===== src/rtl/core/assert_macros.svh =====
// ---------------------------------------------------------------------------
// Assertion macros
// Shared concurrent assertion forms for the dimmer core.
// ---------------------------------------------------------------------------
`ifndef ASSERT_MACROS_SVH
`define ASSERT_MACROS_SVH

// Property that must hold at every clock edge outside reset.
`define DMR_ASSERT(label, clk, rst_n, prop) \
	label: assert property (@(posedge clk) disable iff (!rst_n) (prop)) \
		else $error("dimmer core assertion failed");

// Consequent that must hold in the cycle after the antecedent.
`define DMR_ASSERT_NEXT(label, clk, rst_n, ante, cons) \
	label: assert property (@(posedge clk) disable iff (!rst_n) (ante) |=> (cons)) \
		else $error("dimmer core assertion failed");

`endif


===== src/rtl/core/dmr_pkg.sv =====
`timescale 1ns / 1ps
// ---------------------------------------------------------------------------
// Dimmer core package
// Channel record, command codes and the level step table.
// ---------------------------------------------------------------------------
package dmr_pkg;

	typedef enum logic [2:0] {
		KIND_TICK       = 3'd0,
		KIND_SET_STATUS = 3'd1,
		KIND_SET_PCT    = 3'd2,
		KIND_TOGGLE     = 3'd3,
		KIND_SWEEP_ON   = 3'd4,
		KIND_SWEEP_OFF  = 3'd5,
		KIND_LEVEL_STEP = 3'd6,
		KIND_SET_DELAY  = 3'd7
	} kind_t;

	localparam logic [6:0] LEVEL_FULL = 7'd100;

	typedef struct packed {
		logic       on;
		logic [6:0] cur;
		logic [6:0] tgt;
		logic       sweep;
		logic [7:0] delay;
		logic [7:0] cnt;
		logic [7:0] tmo;
	} rec_t;

	function automatic logic [6:0] next_level(input logic [6:0] t);
		logic [6:0] r;
		case (t)
			7'd1:    r = 7'd2;
			7'd2:    r = 7'd5;
			7'd5:    r = 7'd10;
			7'd10:   r = 7'd20;
			7'd20:   r = 7'd50;
			7'd50:   r = LEVEL_FULL;
			default: r = t;
		endcase
		return r;
	endfunction

endpackage


===== src/rtl/core/dmr_cell.sv =====
`timescale 1ns / 1ps
// ---------------------------------------------------------------------------
// Dimmer ring cell
// Holds one channel record and takes its neighbor's record on each shift.
// ---------------------------------------------------------------------------
module dmr_cell (
	input  logic          clk,
	input  logic          arst_n,
	input  logic          shift,
	input  dmr_pkg::rec_t d_in,
	output dmr_pkg::rec_t q
);
	import dmr_pkg::*;

	rec_t rec_q;

	always_ff @(posedge clk or negedge arst_n) begin
		if (!arst_n) begin
			rec_q <= '0;
		end else if (shift) begin
			rec_q <= d_in;
		end
	end

	assign q = rec_q;

endmodule


===== src/rtl/core/dmr_apply.sv =====
`timescale 1ns / 1ps
// ---------------------------------------------------------------------------
// Dimmer head update
// Applies a tick or a channel command to the record at the head of the ring.
// ---------------------------------------------------------------------------
module dmr_apply (
	input  dmr_pkg::rec_t  rec,
	input  logic           is_tick,
	input  logic           hit,
	input  dmr_pkg::kind_t kind,
	input  logic [7:0]     value,
	input  logic [7:0]     tmo_default,
	output dmr_pkg::rec_t  nxt,
	output logic           accepted
);
	import dmr_pkg::*;

	always_comb begin
		nxt      = rec;
		accepted = 1'b1;
		if (is_tick) begin
			if (rec.on && (rec.cur != rec.tgt)) begin
				if (rec.cnt >= rec.delay) begin
					nxt.cnt = '0;
					nxt.cur = (rec.cur > rec.tgt) ? rec.cur - 7'd1 : rec.cur + 7'd1;
				end else begin
					nxt.cnt = rec.cnt + 8'd1;
				end
			end
			// The second check sees the target already flipped by the first.
			if (rec.sweep) begin
				if ((nxt.tgt == nxt.cur) && (nxt.tgt == 7'd0)) begin
					nxt.tgt = LEVEL_FULL;
				end
				if ((nxt.tgt == nxt.cur) && (nxt.tgt == LEVEL_FULL)) begin
					nxt.tgt = 7'd0;
				end
			end
		end else if (hit) begin
			case (kind)
				KIND_SET_STATUS: begin
					if (value <= 8'd1) nxt.on = value[0];
					else accepted = 1'b0;
				end
				KIND_SET_PCT: begin
					if (value > 8'd100) begin
						accepted = 1'b0;
					end else if (value == 8'd0) begin
						nxt.on = 1'b0;
					end else begin
						nxt.on  = 1'b1;
						nxt.tgt = value[6:0];
					end
				end
				KIND_TOGGLE:    nxt.on = ~rec.on;
				KIND_SWEEP_ON:  nxt.sweep = 1'b1;
				KIND_SWEEP_OFF: nxt.sweep = 1'b0;
				KIND_LEVEL_STEP: begin
					if (rec.tmo == 8'd0) begin
						if (rec.on) begin
							nxt.on = 1'b0;
						end else begin
							nxt.tmo = tmo_default;
							nxt.on  = 1'b1;
							nxt.tgt = 7'd1;
						end
					end else begin
						nxt.tgt = next_level(rec.tgt);
					end
				end
				KIND_SET_DELAY: nxt.delay = value;
				default:        nxt = rec;
			endcase
		end
	end

endmodule


===== src/rtl/core/multi_channel_dimmer_ramp_controller_core.sv =====
`timescale 1ns / 1ps
// ---------------------------------------------------------------------------
// Multi-channel dimmer ramp controller core
// Eight-channel light dimmer with ramping, sweep and level stepping.
// ---------------------------------------------------------------------------
// Usage:
// The slave stream carries one command per transfer: tuser is the kind
// (tick or a channel command), tdata holds the channel and the value.
// The master stream returns status reports; tlast marks the final report
// of a command. A command gives one report, a tick one per channel, up to eight.
// Channel records sit in a ring of cells. After a transfer is taken the
// ring rotates once per cycle, save while the output stalls, past a single
// update unit at its head until every record has passed it once; a command
// to a channel that does not exist leaves the ring still and only loads its
// refusal report. Tick reports are offered in channel order.
// The slave side is ready whenever no item is in work, even while a
// report still waits in the output register.
// When the receiver stalls, the ring holds still as soon as the head
// channel needs the occupied output register, and moves on once it drains.
// Reset clears every channel record, the timeout default and the output.
// The timeout default register may be written whenever no item is in work.
// ---------------------------------------------------------------------------
module multi_channel_dimmer_ramp_controller_core #(
	parameter int CHANNELS = 8
) (
	input  logic        clk,
	input  logic        arst_n,
	input  logic        s_tvalid,
	output logic        s_tready,
	input  logic [15:0] s_tdata,     // channel[2:0], value[10:3], zero fill
	input  logic [2:0]  s_tuser,     // kind[2:0]
	output logic        m_tvalid,
	input  logic        m_tready,
	output logic [23:0] m_tdata,     // out_channel[2:0], light_on[3], level[10:4],
	                                 // target[17:11], sweeping[18], settled[19],
	                                 // accepted[20], zero fill
	output logic        m_tlast,
	input  logic        cfg_wr_en,
	input  logic [7:0]  cfg_wr_data
);
	import dmr_pkg::*;
	`include "assert_macros.svh"

	localparam int PW   = (CHANNELS > 1) ? $clog2(CHANNELS) : 1;
	localparam int ZW   = PW + 4;
	localparam int NREP = (CHANNELS < 8) ? CHANNELS : 8;

	typedef enum logic {ST_IDLE, ST_BUSY} state_t;

	state_t      state_q;
	logic [PW-1:0] pos_q;
	kind_t       kind_q;
	logic [2:0]  ch_q;
	logic [7:0]  value_q;
	logic        oor_q;
	logic [7:0]  tmo_default_q;
	logic        out_valid_q;
	logic [20:0] out_data_q;
	logic        out_last_q;

	rec_t        ring [CHANNELS];
	rec_t        head_nxt;
	logic        head_acc;
	logic        is_tick;
	logic        hit;
	logic        emit;
	logic        slot_free;
	logic        shift;
	logic        busy;
	logic        at_end;
	logic        in_xfer;
	logic        oor_in;
	logic        load_out;

	assign busy      = (state_q == ST_BUSY);
	assign is_tick   = (kind_q == KIND_TICK);
	assign hit       = !is_tick && (ZW'(pos_q) == ZW'(ch_q));
	assign emit      = is_tick ? (ZW'(pos_q) < ZW'(NREP)) : hit;
	assign slot_free = !out_valid_q || m_tready;
	assign shift     = busy && !oor_q && (!emit || slot_free);
	assign at_end    = (ZW'(pos_q) == ZW'(CHANNELS - 1));
	assign in_xfer   = s_tvalid && s_tready;
	assign oor_in    = (s_tuser != KIND_TICK) && (ZW'(s_tdata[2:0]) >= ZW'(CHANNELS));
	assign load_out  = busy && (oor_q ? slot_free : (shift && emit));

	generate
		for (genvar i = 0; i < CHANNELS; i++) begin : g_ring
			if (i == CHANNELS - 1) begin : g_tail
				dmr_cell u_cell (
					.clk    (clk),
					.arst_n (arst_n),
					.shift  (shift),
					.d_in   (head_nxt),
					.q      (ring[i])
				);
			end else begin : g_body
				dmr_cell u_cell (
					.clk    (clk),
					.arst_n (arst_n),
					.shift  (shift),
					.d_in   (ring[i+1]),
					.q      (ring[i])
				);
			end
		end
	endgenerate

	dmr_apply u_apply (
		.rec         (ring[0]),
		.is_tick     (is_tick),
		.hit         (hit),
		.kind        (kind_q),
		.value       (value_q),
		.tmo_default (tmo_default_q),
		.nxt         (head_nxt),
		.accepted    (head_acc)
	);

	always_ff @(posedge clk or negedge arst_n) begin
		if (!arst_n) begin
			tmo_default_q <= '0;
		end else if (cfg_wr_en) begin
			tmo_default_q <= cfg_wr_data;
		end
	end

	// Sequencer and output register.
	always_ff @(posedge clk or negedge arst_n) begin
		if (!arst_n) begin
			state_q     <= ST_IDLE;
			pos_q       <= '0;
			kind_q      <= KIND_TICK;
			ch_q        <= '0;
			value_q     <= '0;
			oor_q       <= 1'b0;
			out_valid_q <= 1'b0;
			out_data_q  <= '0;
			out_last_q  <= 1'b0;
		end else begin
			if (load_out) begin
				out_valid_q <= 1'b1;
			end else if (m_tready) begin
				out_valid_q <= 1'b0;
			end
			case (state_q)
				ST_IDLE: begin
					if (in_xfer) begin
						kind_q  <= kind_t'(s_tuser);
						ch_q    <= s_tdata[2:0];
						value_q <= s_tdata[10:3];
						oor_q   <= oor_in;
						pos_q   <= '0;
						state_q <= ST_BUSY;
					end
				end
				ST_BUSY: begin
					if (oor_q) begin
						// A channel that does not exist reports zeros and is refused.
						if (slot_free) begin
							out_data_q  <= {1'b0, 17'd0, ch_q};
							out_last_q  <= 1'b1;
							state_q     <= ST_IDLE;
						end
					end else if (shift) begin
						if (emit) begin
							out_data_q  <= {(is_tick ? 1'b1 : head_acc),
								(head_nxt.cur == head_nxt.tgt), head_nxt.sweep,
								head_nxt.tgt, head_nxt.cur, head_nxt.on,
								(is_tick ? 3'(pos_q) : ch_q)};
							out_last_q  <= is_tick ? (ZW'(pos_q) == ZW'(NREP - 1)) : 1'b1;
						end
						if (at_end) begin
							pos_q   <= '0;
							state_q <= ST_IDLE;
						end else begin
							pos_q <= pos_q + PW'(1);
						end
					end
				end
				default: state_q <= ST_IDLE;
			endcase
		end
	end

	assign s_tready = !busy;
	assign m_tvalid = out_valid_q;
	assign m_tdata  = {3'd0, out_data_q};
	assign m_tlast  = out_last_q;

	`DMR_ASSERT(a_accept_at_home, clk, arst_n, !in_xfer || (pos_q == '0))
	`DMR_ASSERT(a_report_from_work, clk, arst_n, !$rose(out_valid_q) || $past(busy))
	`DMR_ASSERT_NEXT(a_stall_holds_ring, clk, arst_n,
		busy && !oor_q && emit && out_valid_q && !m_tready, $stable(pos_q) && busy)
	`DMR_ASSERT_NEXT(a_round_ends, clk, arst_n, shift && at_end, !busy)

endmodule

===== config.mk =====
export PLATFORM = sky130hd
export DESIGN_NAME = multi_channel_dimmer_ramp_controller_core
export DESIGN_NICKNAME = d
export VERILOG_FILES = /design/src/rtl/core/dmr_pkg.sv /design/src/rtl/core/dmr_cell.sv /design/src/rtl/core/dmr_apply.sv /design/src/rtl/core/multi_channel_dimmer_ramp_controller_core.sv
export VERILOG_INCLUDE_DIRS = /design/src /design/src/rtl/core
export SDC_FILE = /design/constraint.sdc
export NUM_CORES = 1
export LEC_CHECK = 0
export ABC_AREA = 1
export BUFFER_PORTS_ARGS = -buffer_cell sky130_fd_sc_hd__buf_2
export CELL_PAD_IN_SITES_DETAIL_PLACEMENT = 1
export CELL_PAD_IN_SITES_GLOBAL_PLACEMENT = 2
export CORE_UTILIZATION = 43
export CTS_BUF_LIST = sky130_fd_sc_hd__clkbuf_8
export DETAILED_ROUTE_END_ITERATION = 8
export GPL_TIMING_DRIVEN = 0
export PLACE_DENSITY = 0.84
export REMOVE_ABC_BUFFERS = 1
export SKIP_CTS_REPAIR_TIMING = 1
export SLEW_MARGIN = 20
export SYNTH_ARGS = -nofsm -noshare
export SYNTH_HDL_FRONTEND = slang
export SYNTH_SLANG_ARGS = --single-unit
export TNS_END_PERCENT = 1

===== constraint.sdc =====
create_clock -name clk -period 6.34 [get_ports clk]
set_clock_uncertainty 0.05 [all_clocks]
set_input_delay 0.317 -clock clk [delete_from_list [all_inputs] [get_ports clk]]
set_output_delay 0.317 -clock clk [all_outputs]
set_load 0.005 [all_outputs]

* Word-level counts from Yosys, hierarchy flattened *
Cells that the tools add are included.

cells by class
  add/subtract/negate cells = 4
  order comparisons = 4
  equality and inequality tests = 22
  mux-type cells = 56
  bitwise logic cells = 2
  reductions and logical operators = 22

operators by type and width
  cell                                                            number
  2-to-1 mux 7 bit                                                13
  2-to-1 mux 8 bit                                                8
  2-to-1 mux 21 bit                                               2
  case mux 7 bit (6 select lines)                                 1
  2-to-1 mux 40 bit                                               1
  equality test 7 bit                                             3
  2-to-1 mux 1 bit                                                19
  logical NOT 8 bit                                               2
  equality test 3 bit, second input constant                      5
  2-to-1 mux 14 bit                                               1
  case mux 7 bit (2 select lines)                                 1
  2-to-1 mux 3 bit                                                4
  2-to-1 mux 9 bit                                                1
  adder 8 x 1 -> 8 bit, second input constant                     1
  >= comparator 8 bit                                             1
  greater-than comparator 8 x 7 -> 1 bit, second input constant   1
  less-or-equal comparator 8 x 1 -> 1 bit, second input constant  1
  logical AND 1 bit                                               8
  adder 7 x 1 -> 7 bit, second input constant                     1
  equality test 7 x 1 -> 1 bit, second input constant             1
  equality test 7 x 2 -> 1 bit, second input constant             1
  equality test 7 x 3 -> 1 bit, second input constant             1
  equality test 7 x 4 -> 1 bit, second input constant             1
  equality test 7 x 5 -> 1 bit, second input constant             1
  22 further kinds                                                31

storage, ports and cells
  register bits = 369
  input bits = 32
  output and inout port bits = 27
  word-level logic and storage cells = 175

* Depth between registers and ports, before layout *
Gate-level depths: netlist of run 1.

  word-level depth = 18
  gate-level depth with buffers = 34
  mapped depth without buffers = 33

* Modules after synthesis *
A second synthesis of run 1 with hierarchy kept.

unflattened totals
  cells, all modules = 1991
  area total of the unflattened synthesis = 17174.0 um^2

modules (own cells, without submodules)
  module                                     times used  cells each  area each (um^2)  sequential area each (um^2)
  dmr_cell                                   8           170         1605.3            1001.0
  dmr_apply                                  1           418         2213.4            0.0
  multi_channel_dimmer_ramp_controller_core  1           213         2118.3            1226.2

* Worst setup path after synthesis of run 1 *
OpenSTA, ideal clock, no wires.

  path kind = register -> register
  start = reg g_ring[0].g_body.u_cell.rec_q, in the netlist g_ring[0].g_body.u_cell.q[29]
  end = reg out_data_q[19]
  library setup time = 0.118 ns
  data arrival time = 3.289 ns
  required time = 6.172 ns
  setup slack = 2.884 ns
  stages on the path, launching flop included = 32
  buffers on the path = 1
  period minus slack after synthesis = 3.456 ns
  cells stage by stage = dfrtp_1 -> inv_1 -> buf_6 -> ha_1 -> nand2_1 -> nor2_4 -> nand2_1 -> nand2_1 -> nand2_1 -> inv_1 -> ha_1 -> nand2_1 -> nand2_1 -> a31oi_1 -> xor2_1 -> nand2_1 -> nand2_1 -> nand2_1 -> nand2_1 -> nand2_1 -> nor2_2 -> nand2_2 -> nand2_2 -> nand4_1 -> o21bai_1 -> nand2_1 -> nand2_1 -> nand2_1 -> nand2_1 -> nor2_1 -> nand3_1 -> nand2_1

on the way
  longest elaborated chain between the ends = 18
  elaborated cells between the ends (all ways) = 35
  classes of those cells = order compare (1); eq/ne (11); mux (19); reduce/logical (4)

ends and longest elaborated chain
  element                        RTL line                                          source
  from (decl)                    dmr_cell.sv:15                                    rec_t rec_q;
  from (signal assigned)         dmr_cell.sv:21                                    rec_q <= d_in;
  greater-than comparator 7 bit  dmr_apply.sv:25                                   nxt.cur = (rec.cur > rec.tgt) ? rec.cur - 7'd1 : rec.cur + 7'd1;
  2-to-1 mux 7 bit               dmr_apply.sv:25
  2-to-1 mux 7 bit               dmr_apply.sv:23                                   if (rec.cnt >= rec.delay) begin
  2-to-1 mux 7 bit               dmr_apply.sv:22                                   if (rec.on && (rec.cur != rec.tgt)) begin
  2-to-1 mux 7 bit               dmr_apply.sv:21                                   if (is_tick) begin
  equality test 7 bit            dmr_apply.sv:32                                   if ((nxt.tgt == nxt.cur) && (nxt.tgt == 7'd0)) begin
  logical AND 1 bit              dmr_apply.sv:32
  2-to-1 mux 7 bit               dmr_apply.sv:32
  [... 2 more ...]               n/a
  equality test 7 bit            dmr_apply.sv:35                                   if ((nxt.tgt == nxt.cur) && (nxt.tgt == LEVEL_FULL)) begin
  logical AND 1 bit              dmr_apply.sv:35
  2-to-1 mux 7 bit               dmr_apply.sv:35
  2-to-1 mux 7 bit               dmr_apply.sv:31                                   if (rec.sweep) begin
  2-to-1 mux 14 bit *            dmr_apply.sv:21
  equality test 7 bit *          multi_channel_dimmer_ramp_controller_core.sv:167  (head_nxt.cur == head_nxt.tgt), head_nxt.sweep,
  2-to-1 mux 21 bit *            multi_channel_dimmer_ramp_controller_core.sv:165  if (emit) begin
  2-to-1 mux 21 bit *            multi_channel_dimmer_ramp_controller_core.sv:164  end else if (shift) begin
  to (signal assigned)           multi_channel_dimmer_ramp_controller_core.sv:160  out_data_q <= {1'b0, 17'd0, ch_q};
  to (signal assigned)           multi_channel_dimmer_ramp_controller_core.sv:166  out_data_q <= {(is_tick ? 1'b1 : head_acc),
  to (decl)                      multi_channel_dimmer_ramp_controller_core.sv:58   logic [20:0] out_data_q;

Mark *: on every way between the ends. The rest lies on a longest branch, timed or not. The select of a mux whose other input is x is not followed.
A chain may end at the register's enable or synchronous reset.

* Worst setup path in the final report of run 1 *
  start = reg kind_q[0]
  end = reg out_data_q[19]

on the way
  longest elaborated chain between the ends = 8
  elaborated cells between the ends (all ways) = 16
  classes of those cells = eq/ne (3); mux (6); reduce/logical (7)

ends and longest elaborated chain
  element                                                    RTL line                                          source
  from (decl)                                                multi_channel_dimmer_ramp_controller_core.sv:52   kind_t kind_q;
  from (signal assigned)                                     multi_channel_dimmer_ramp_controller_core.sv:148  kind_q <= kind_t'(s_tuser);
  branches (longest 8 deep; another with 2-to-1 mux 40 bit)  n/a

Parallel ways; which one is timed is not known. The select of a mux whose other input is x is not followed.

==> results of run 1 <==
kinds of logic (layout without fill, tap and decap cells):
kind of cell / count (synthesis) / count (layout) / share of synthesized area
flops: 369 / 369 / 0.580
mux: 4 / 4 / 0.00283
fa+ha+maj: 24 / 24 / 0.0193
xor+xnor: 10 / 10 / 0.00551
simple gates: 910 / 910 / 0.229
buf+inv: 248 / 363 / 0.0600
other cells: 1 / 3 / 0.000236
compound gates: 305 / 305 / 0.102
power groups by stage:
| stage | Clock (mW) | Sequential [mW] | Combinational, mW |
|---|---|---|---|
| final | 2.22 | 3.64 | 3.77 |
| after global routing | 2.39 | 3.74 | 4.36 |
| after CTS | 2.31 | 3.65 | 3.83 |
| after global placement | 0 | 3.79 | 3.42 |
| after floorplan | 0 | 3.60 | 2.65 |
| after detailed placement | 0 | 3.68 | 3.80 |
cells in the final DEF, fill, tap and decap left out, types with 23 or more instances in the layout:
cell type / Yosys / final
clkbuf_8: 0 / 82
o21ai_0: 226 / 226
buf_2: 2 / 49
dfrtp_1: 369 / 369
inv_1: 155 / 179
nand3_1: 38 / 38
dlygate4sd3_1: 0 / 25
ha_1: 23 / 23
nand2_1: 779 / 777
a21oi_1: 40 / 40
nor2_1: 43 / 43
per-stage QoR:
step	setup TNS, ns	utilization	instance area (um^2)	power, mW	instances
floorplan	-1412.17	-	15600	6.25	1788
global placement	-5363.81	0.449	16400	7.21	2306
detailed placement	0	0.458	16700	7.48	2317
CTS	0	0.494	18100	9.79	2431
global route	0	0.501	18300	10.5	2456
finish	0	0.501	18300	9.63	2456
worst register-to-register path, stage by stage, from the launching register on:
cell      delay, ns
dfrtp_1        0.46
nor3_4         0.80
inv_1          0.49
nand2_1        0.25
nand3_1        0.14
nand2_4        0.36
buf_16         0.32
buf_16         0.30
buf_16         0.35
inv_8          0.22
buf_16         0.31
nand2_2        0.45
buf_12         0.22
a211oi_1       0.11
nand3_1        0.19
nand2_1        0.07
sequential cells by signal, summed over array words and instances (netlist names):
| name | flops |
|---|---|
| busy | 1 |
| ch_q | 3 |
| g_ring.g_body.u_cell.q | 280 |
| g_ring.g_tail.u_cell.q | 40 |
| kind_q | 3 |
| m_tlast | 1 |
| m_tvalid | 1 |
| out_data_q | 21 |
| pos_q | 3 |
| tmo_default_q | 8 |
| value_q | 8 |
routing by layer:
metal | vias up | GRT usage | part of all wire
li1 | 6046 | - | -
met4 | 0 | 0.0723 | 0.018
met2 | 144 | 0.326 | 0.46
met1 | 5980 | 0.296 | 0.49
met3 | 51 | 0.0333 | 0.029
met5 | - | 0 | 0
worst paths after layout:
| path | cells after the start | end |
|---|---|---|
| worst max-delay path | 15 | out_data_q[19]$_DFFE_PN0P_ |
| min in group asynchronous | 2 | g_ring[4].g_body.u_cell.q[15]$_DFFE_PN0P_ |
| max in group asynchronous | 4 | g_ring[0].g_body.u_cell.q[38]$_DFFE_PN0P_ |
| worst min register to register | 2 | g_ring[4].g_body.u_cell.q[31]$_DFFE_PN0P_ |
| worst max register to register | 15 | out_data_q[19]$_DFFE_PN0P_ |
| worst min-delay path | 3 | tmo_default_q[5]$_DFFE_PN0P_ |
layout make-up:
| class | count | area share |
|---|---|---|
| Sequential cell | 369 | 0.505 |
| Clock inverter | 32 | 0.0103 |
| Inverter | 163 | 0.0340 |
| Tap cell | 468 | 0.0320 |
| Timing Repair Buffer | 86 | 0.0440 |
| Multi-Input combinational cell | 1256 | 0.314 |
| Clock buffer | 82 | 0.0617 |
==> metrics.csv, run 1 <==
metric,value,unit
CP max FO,138,
hold wc startpoint,cfg_wr_en,
syn avg cell area,8.50,um^2
drt wl/cell,15.3,um
ys async rst share,1.00,
CP Data Arrival Time,5.65,ns
vias in the first global route,12741,
first-pass GRT wire length,64400,um
PD cells,526,nW/um^2
CTS tree,built,
Die Width,194,um
total congestion overflow,0,
Clock Path Buffers,3,
Crit Path Class,reg2reg,
GPL Wtd Cong,0.849,
max_cap viols,0,
unrepaired setup endpoints after global routing,no,
drt total wl,37500,um
Total Nets Final,1998,
synthesized cell area,15900,um^2
Slew @ Worst Pin,1.11,ns
most frequent cells after synthesis,"nand2_1, dfrtp_1, o21ai_0",
NetSw,4.05,mW
core area,36500,um^2
most numerous cell on the critical path,buf_16,
ys flop type,dfrtp_1,
CTS buffer count,66,
remaining antenna violation count,0,
Yosys top cell area share,0.580,
Total GRT Usage,0.209,
clock root buffer,clkbuf_8,
critical path launch point type,flop,
initial drt markers,621,
final worst path period need,5.23,ns
IO Count,59,
Synth Register Bits,369,
share of layout cells above drive strength 1,0.0956,
TritonRoute pass-1 iters,4,
worst reg-to-reg setup slack,1.11,ns
FILL cells,4313,
"EDFF count, synth",0,
Post-DP HPWL,23800,um
# setup viols final,0,
DR vias,12221,
pre-CTS WS,1.21,ns
worst r2r src,kind_q[0]$_DFFE_PN0P_,
Pins Over Slew Limit,0,
most common cell in the synthesized netlist,nand2_1,
Gate Count Post-Synth,1871,
Crit path buffers/inverters,7,
switching share of power,0.421,
Reg area,9230,um^2
crit path cell chain,nor3_4 -> inv_1 -> nand2_1 -> nand3_1 -> nand2_4 -> buf_16 -> buf_16 -> buf_16 -> inv_8 -> buf_16 -> nand2_2 -> buf_12 -> a211oi_1 -> nand3_1 -> nand2_1,
antenna cell count,0,
crit path capture type,flop,
worst hold path class,in2reg,
Final Hold Fails,0,
Crit path largest cell delay,0.80,ns
status,completed,
PortBufs,50,
Initial Util,0.436,
sequential element share of the synthesized area,0.580,
Sequential Power Share,0.379,
# clock sinks,369,
WHS,0.0578,ns
footprint of the multi-input gates,5740,um^2
die footprint,37800,um^2
largest net degree at the start of global routing,139,
H-Tree Depth,3,
initial antenna violation count,0,
Static Leakage,9.45,nW
post-synth cell types,49,
Area Growth Syn to Fin,15.0,%
Slowest cell on crit path,nor3_4,
dominant cell type by area after synthesis,dfrtp_1,
Pint,5.58,mW
Post-route DRC,0,
Tcrit/Tclk final,0.825,
combinational power share,0.391,
clk_lat worst skew,0.60,ns
CP required,6.75,ns
family with the most delay on the worst path,simple AND/OR/NAND/NOR gates,
"Clk pin slew, worst setup/hold paths",0.07,ns
Worst Setup SP,kind_q[0]$_DFFE_PN0P_,
row count,70,
maximum vdd drop,437,uV
max_slew headroom,0.251,
Via density,4.98,
warning count from the yosys run,0,
ranking of synthesized cells by area,"dfrtp_1, nand2_1, o21ai_0",
clock share of power,0.230,
fmax,191,MHz
final setup margin,1.11,ns
die height,194,um
No activity file was read; power rests on OpenSTA's default activity.
==> run 2: changes to the inputs <==
--- a/config.mk
+++ b/config.mk
@@ -10,11 +10,11 @@
 export BUFFER_PORTS_ARGS = -buffer_cell sky130_fd_sc_hd__buf_2
 export CELL_PAD_IN_SITES_DETAIL_PLACEMENT = 1
 export CELL_PAD_IN_SITES_GLOBAL_PLACEMENT = 2
-export CORE_UTILIZATION = 43
+export CORE_UTILIZATION = 36
 export CTS_BUF_LIST = sky130_fd_sc_hd__clkbuf_8
 export DETAILED_ROUTE_END_ITERATION = 8
 export GPL_TIMING_DRIVEN = 0
-export PLACE_DENSITY = 0.84
+export PLACE_DENSITY = 0.74
 export REMOVE_ABC_BUFFERS = 1
 export SKIP_CTS_REPAIR_TIMING = 1
 export SLEW_MARGIN = 20
==> constraint.sdc (replaced) <==
create_clock -name clk -period 4.4 [get_ports clk]
set_clock_uncertainty 0.05 [all_clocks]
set_input_delay 0.22 -clock clk [delete_from_list [all_inputs] [get_ports clk]]
set_output_delay 0.22 -clock clk [all_outputs]
set_load 0.005 [all_outputs]
==> metrics.csv, run 2 (synthesis results as in run 1) <==
metric,value,unit,change
clk_lat worst skew,0.62,ns,+0.02 ns
fmax,240,MHz,+26%
Tcrit/Tclk final,0.946,,+0.121
CTS tree,built,,
row count,76,,+8.6%
DP Area,16900,um^2,+0.71%
GPL Wtd Cong,0.809,,-4.7%
max_cap viols,0,,unchanged
placed insts,2433,,+5.0%
largest net degree at the start of global routing,144,,+3.6%
Total Nets Final,2032,,+1.7%
Post-DP HPWL,24100,um,+1.2%
switching share of power,0.421,,+0.000434
total power,14.1,mW,+46%
Area Growth Syn to Fin,18.2,%,
final worst path period need,4.16,ns,-1.07 ns
combinational power share,0.399,,+0.008
Die Width,212,um,+9.2%
worst hold path class,in2reg,,
WHS,-0.0152,ns,-0.0730 ns
initial drt markers,743,,+20%
failing checks,hold timing,,
Slew @ Worst Pin,1.01,ns,-0.103 ns
die footprint,45000,um^2,+19%
core area,43400,um^2,+19%
footprint of the multi-input gates,5790,um^2,+0.96%
clock share of power,0.229,,about the same
first-pass GRT wire length,64900,um,+0.87%
# clock sinks,369,,unchanged
Initial Util,0.367,,-0.0687
fin util,0.434,,-0.0674
NetSw,5.93,mW,+46%
die height,212,um,+9.2%
most frequent cells in the layout,"nand2_1, dfrtp_1, o21ai_0",,
final instance area,18800,um^2,+2.7%
crit path capture type,flop,,
Post-route DRC,0,,unchanged
Crit Path Class,reg2reg,,
pre-CTS WS,-0.580,ns,-1.79 ns
PD cells,749,nW/um^2,+42%
Pins Over Slew Limit,0,,unchanged
CTS buffer count,69,,+4.5%
CP Data Arrival Time,4.60,ns,-1.05 ns
Via density,4.73,,-5.0%
"Clk pin slew, worst setup/hold paths",0.06,ns,about the same
Static Leakage,9.58,nW,+1.4%
Sequential Power Share,0.372,,-0.007
# setup viols final,0,,unchanged
FILL cells,5111,,+19%
PortBufs,50,,unchanged
share of layout cells above drive strength 1,0.111,,+0.0159
Clock Path Buffers,3,,unchanged
Total GRT Usage,0.178,,-0.0303
worst reg-to-reg setup slack,0.24,ns,-0.87 ns
max_slew headroom,0.320,,+0.0692
CP required,4.83,ns,-1.92 ns
Pint,8.15,mW,+46%
unrepaired setup endpoints after global routing,yes,,
Setup TNS,0,ns,unchanged
initial antenna violation count,0,,unchanged
antenna cell count,0,,unchanged
final setup margin,0.236,ns,-0.870 ns
drt total wl,38700,um,+3.1%
status,"finished, violations left",,
total congestion overflow,0,,unchanged
Reg area,9240,um^2,about the same
drt wl/cell,14.9,um,-2.7%
Largest register FFs,280,,unchanged
remaining antenna violation count,0,,unchanged
critical path launch point type,flop,,
CP max FO,7,,-95%
Final Hold Fails,2,,+2
DR vias,12314,,+0.76%
TritonRoute pass-1 iters,4,,unchanged
maximum vdd drop,685,uV,+57%
IO Count,59,,unchanged
vias in the first global route,12865,,+0.97%
clock root buffer,clkbuf_8,,
"commonest non-fill, non-tap cell in the layout",nand2_1,,
H-Tree Depth,3,,unchanged
Finished Layout Cells,2604,,+6.0%
==> run 2: cell types whose count changed in the layout (fill, tap and decap cells not counted), moves of 2 or more <==
cell           change
nand2_2            +3
nand2_1            -4
dfrtp_1            -7
dlygate4sd3_1     +16
ha_1               -2
inv_6              +2
buf_4             +15
dfrtp_2            +7
inv_1              -5
==> run 2: cell type report <==
type / count / area share
Sequential cell: 369 / 0.491
Timing Repair Buffer: 117 / 0.0572
Multi-Input combinational cell: 1256 / 0.308
Inverter: 163 / 0.0339
Tap cell: 585 / 0.0389
Clock inverter: 32 / 0.0104
Clock buffer: 82 / 0.0600
==> run 2: power groups by stage <==
stage                     sequential (mW)  combinational [mW]  clock, mW
after floorplan                      5.10                3.49          0
after global placement               5.53                4.79          0
after detailed placement             5.29                5.48          0
after CTS                            5.25                5.51       3.36
after global routing                 5.40                6.52       3.51
final                                5.23                5.62       3.22
==> run 2: critical path: stages, from the launching register on <==
cell,delay (ns)
dfrtp_2,0.41
clkinvlp_4,0.21
ha_4,0.32
nand2_1,0.08
nor2_4,0.12
nand3b_4,0.14
nand2_1,0.14
inv_2,0.08
buf_4,0.14
fa_1,0.42
xor2_1,0.33
nand3_1,0.14
nand3_1,0.14
nand2_1,0.06
inv_1,0.05
nand2_1,0.08
nor2_4,0.11
nand2_2,0.10
nand2_2,0.08
nand4_1,0.11
o21ai_1,0.17
nand2_2,0.10
nand2_2,0.12
nand2_1,0.07
nand2_1,0.06
nor2_1,0.04
nand3_1,0.10
nand2_1,0.06
==> run 2: per-layer routing <==
| layer | GRT usage | share of wire | vias up |
|---|---|---|---|
| met5 | 0 | 0 | - |
| met4 | 0.0645 | 0.020 | 0 |
| met3 | 0.0357 | 0.036 | 61 |
| met2 | 0.272 | 0.45 | 139 |
| met1 | 0.250 | 0.49 | 6004 |
| li1 | - | - | 6110 |
==> run 2: final timing paths <==
path | start | endpoint | cells after the start
max reg2reg | g_ring[0].g_body.u_cell.q[29]$_DFFE_PN0P_ | out_data_q[19]$_DFFE_PN0P_ | 27
max | g_ring[0].g_body.u_cell.q[29]$_DFFE_PN0P_ | out_data_q[19]$_DFFE_PN0P_ | 27
max in group asynchronous | arst_n | g_ring[0].g_body.u_cell.q[27]$_DFFE_PN0P_ | 5
min in group asynchronous | arst_n | g_ring[4].g_body.u_cell.q[13]$_DFFE_PN0P_ | 3
min reg2reg | g_ring[5].g_body.u_cell.q[21]$_DFFE_PN0P_ | g_ring[4].g_body.u_cell.q[21]$_DFFE_PN0P_ | 2
min | cfg_wr_en | tmo_default_q[7]$_DFFE_PN0P_ | 2
==> run 3: changes to the inputs <==
--- a/config.mk
+++ b/config.mk
@@ -7,12 +7,12 @@
 export NUM_CORES = 1
 export LEC_CHECK = 0
 export ABC_AREA = 1
-export BUFFER_PORTS_ARGS = -buffer_cell sky130_fd_sc_hd__buf_2
 export CELL_PAD_IN_SITES_DETAIL_PLACEMENT = 1
 export CELL_PAD_IN_SITES_GLOBAL_PLACEMENT = 2
-export CORE_UTILIZATION = 36
+export CORE_UTILIZATION = 37
 export CTS_BUF_LIST = sky130_fd_sc_hd__clkbuf_8
 export DETAILED_ROUTE_END_ITERATION = 8
+export DONT_BUFFER_PORTS = 1
 export GPL_TIMING_DRIVEN = 0
 export PLACE_DENSITY = 0.74
 export REMOVE_ABC_BUFFERS = 1
==> metrics.csv, run 3 (synthesis results as in run 1) <==
metric,value,unit,change
status,"finished, violations left",,
failing checks,hold timing,,
Slowest cell on crit path,dfrtp_2,,
Initial Util,0.378,,+0.0107
# setup viols final,0,,unchanged
fmax,251,MHz,+4.6%
Die Width,209,um,-1.3%
first-pass GRT wire length,64800,um,-0.21%
clk_lat worst skew,0.63,ns,about the same
# clock sinks,369,,unchanged
antenna cell count,0,,unchanged
Total GRT Usage,0.182,,+0.00340
Pins Over Slew Limit,0,,unchanged
PortBufs,0,,-100%
Slew @ Worst Pin,0.925,ns,-0.0847 ns
FILL cells,4941,,-3.3%
drt total wl,38600,um,-0.17%
GPL Wtd Cong,0.837,,+3.5%
DR vias,12085,,-1.9%
depth of the most critical reg-to-reg path,30,,+11%
Crit path largest cell delay,0.44,ns,+0.02 ns
CTS tree,built,,
most frequent cells in the layout,"nand2_1, dfrtp_1, o21ai_0",,
max_cap viols,0,,unchanged
die height,209,um,-1.3%
DP Area,16500,um^2,-2.4%
Largest register FFs,280,,unchanged
TritonRoute pass-1 iters,4,,unchanged
"Clk pin slew, worst setup/hold paths",0.06,ns,about the same
CTS buffer count,68,,-1.4%
final instance area,18200,um^2,-3.0%
WHS,-0.719,ns,-0.704 ns
vias in the first global route,12677,,-1.5%
most numerous cell on the critical path,nand2_1,,
PD cells,765,nW/um^2,+2.1%
final worst path period need,3.98,ns,-0.182 ns
FF-to-FF End,out_data_q[19]$_DFFE_PN0P_,,
worst hold path class,in2async,,
largest net degree at the start of global routing,370,,+160%
worst reg-to-reg setup slack,0.42,ns,+0.18 ns
Post-DP HPWL,23300,um,-3.3%
total power,14.0,mW,-0.94%
initial drt markers,822,,+11%
row count,75,,-1.3%
Tcrit/Tclk final,0.905,,-0.0413
drt wl/cell,15.5,um,+4.5%
Post-route DRC,0,,unchanged
IO Count,59,,unchanged
Total Nets Final,1966,,-3.2%
core area,42100,um^2,-2.8%
share of layout cells above drive strength 1,0.0888,,-0.0227
CP max FO,8,,+1
Final Hold Fails,369,,+367
CP Data Arrival Time,4.44,ns,-0.16 ns
worst r2r src,g_ring[0].g_body.u_cell.q[30]$_DFFE_PN0P_,,
die footprint,43800,um^2,-2.7%
crit path capture type,flop,,
H-Tree Depth,3,,unchanged
Static Leakage,9.24,nW,-3.5%
initial antenna violation count,0,,unchanged
total congestion overflow,0,,unchanged
max_slew headroom,0.377,,+0.0571
Crit Path Class,reg2reg,,
remaining antenna violation count,0,,unchanged
Via density,4.86,,+2.7%
maximum vdd drop,598,uV,-13%
clock root buffer,clkbuf_8,,
Area Growth Syn to Fin,14.7,%,
CP required,4.86,ns,+0.03 ns
critical path launch point type,flop,,
"commonest non-fill, non-tap cell in the layout",nand2_1,,
Clock Path Buffers,3,,unchanged
==> run 3: through the flow <==
stage | setup WS [ns] | util | TNS (ns) | cells
2_1_floorplan | -8.22 | - | -2085.35 | 1788
3_3_place_gp | -19.54 | 0.386 | -5319.30 | 2327
3_5_place_dp | -0.761 | 0.391 | -18.40 | 2334
4_1_cts | -0.785 | 0.421 | -21.17 | 2443
5_1_grt | -0.00322 | 0.433 | -0.00322 | 2488
6_report | 0.418 | 0.433 | 0 | 2488
==> run 3: cell type report <==
type / count / area (um^2) / area share
clock buffers: 81 / 1110 / 0.0611
clock inverters: 28 / 155 / 0.00851
inverters: 163 / 643 / 0.0353
multi-input cells: 1257 / 5820 / 0.319
flip-flops and latches: 369 / 9240 / 0.507
well taps: 539 / 674 / 0.0370
repair buffers: 51 / 596 / 0.0326
==> run 3: worst max-delay path: cells and delay by family, from the launching register on <==
kind | cells | cell delay, ns
DFF | 1 | 0.44
and+or+nand+nor | 23 | 2.05
adders and majority gates | 2 | 0.54
AOI/OAI and AO/OA | 2 | 0.33
buffers and inverters | 2 | 0.24
xor gates and xnor gates | 1 | 0.24
==> run 3: worst max-delay path by stage <==
stage,to,slack (ns),startpoint
2_1_floorplan,m_tlast$_DFFE_PN0P_,-8.22,kind_q[0]$_DFFE_PN0P_
3_3_place_gp,m_tlast$_DFFE_PN0P_,-19.54,kind_q[0]$_DFFE_PN0P_
3_5_place_dp,out_data_q[19]$_DFFE_PN0P_,-0.76,kind_q[0]$_DFFE_PN0P_
4_1_cts,out_data_q[19]$_DFFE_PN0P_,-0.79,kind_q[0]$_DFFE_PN0P_
5_1_grt,out_data_q[19]$_DFFE_PN0P_,-0.003,g_ring[0].g_body.u_cell.q[29]$_DFFE_PN0P_
6_report,out_data_q[19]$_DFFE_PN0P_,0.42,g_ring[0].g_body.u_cell.q[30]$_DFFE_PN0P_
==> run 3: report_power, final <==
part	internal, mW	switching (mW)	leakage (nW)
Clock	1.71	1.43	0.727
Sequential	4.58	0.689	4.87
Combinational	1.77	3.76	3.64
Total	8.06	5.89	9.24
==> run 3: layer usage <==
metal / track usage / wire [um]
met4: 0.0641 / 839
met3: 0.0350 / 1250
met2: 0.280 / 17600
met5: 0 / 0
met1: 0.255 / 18900
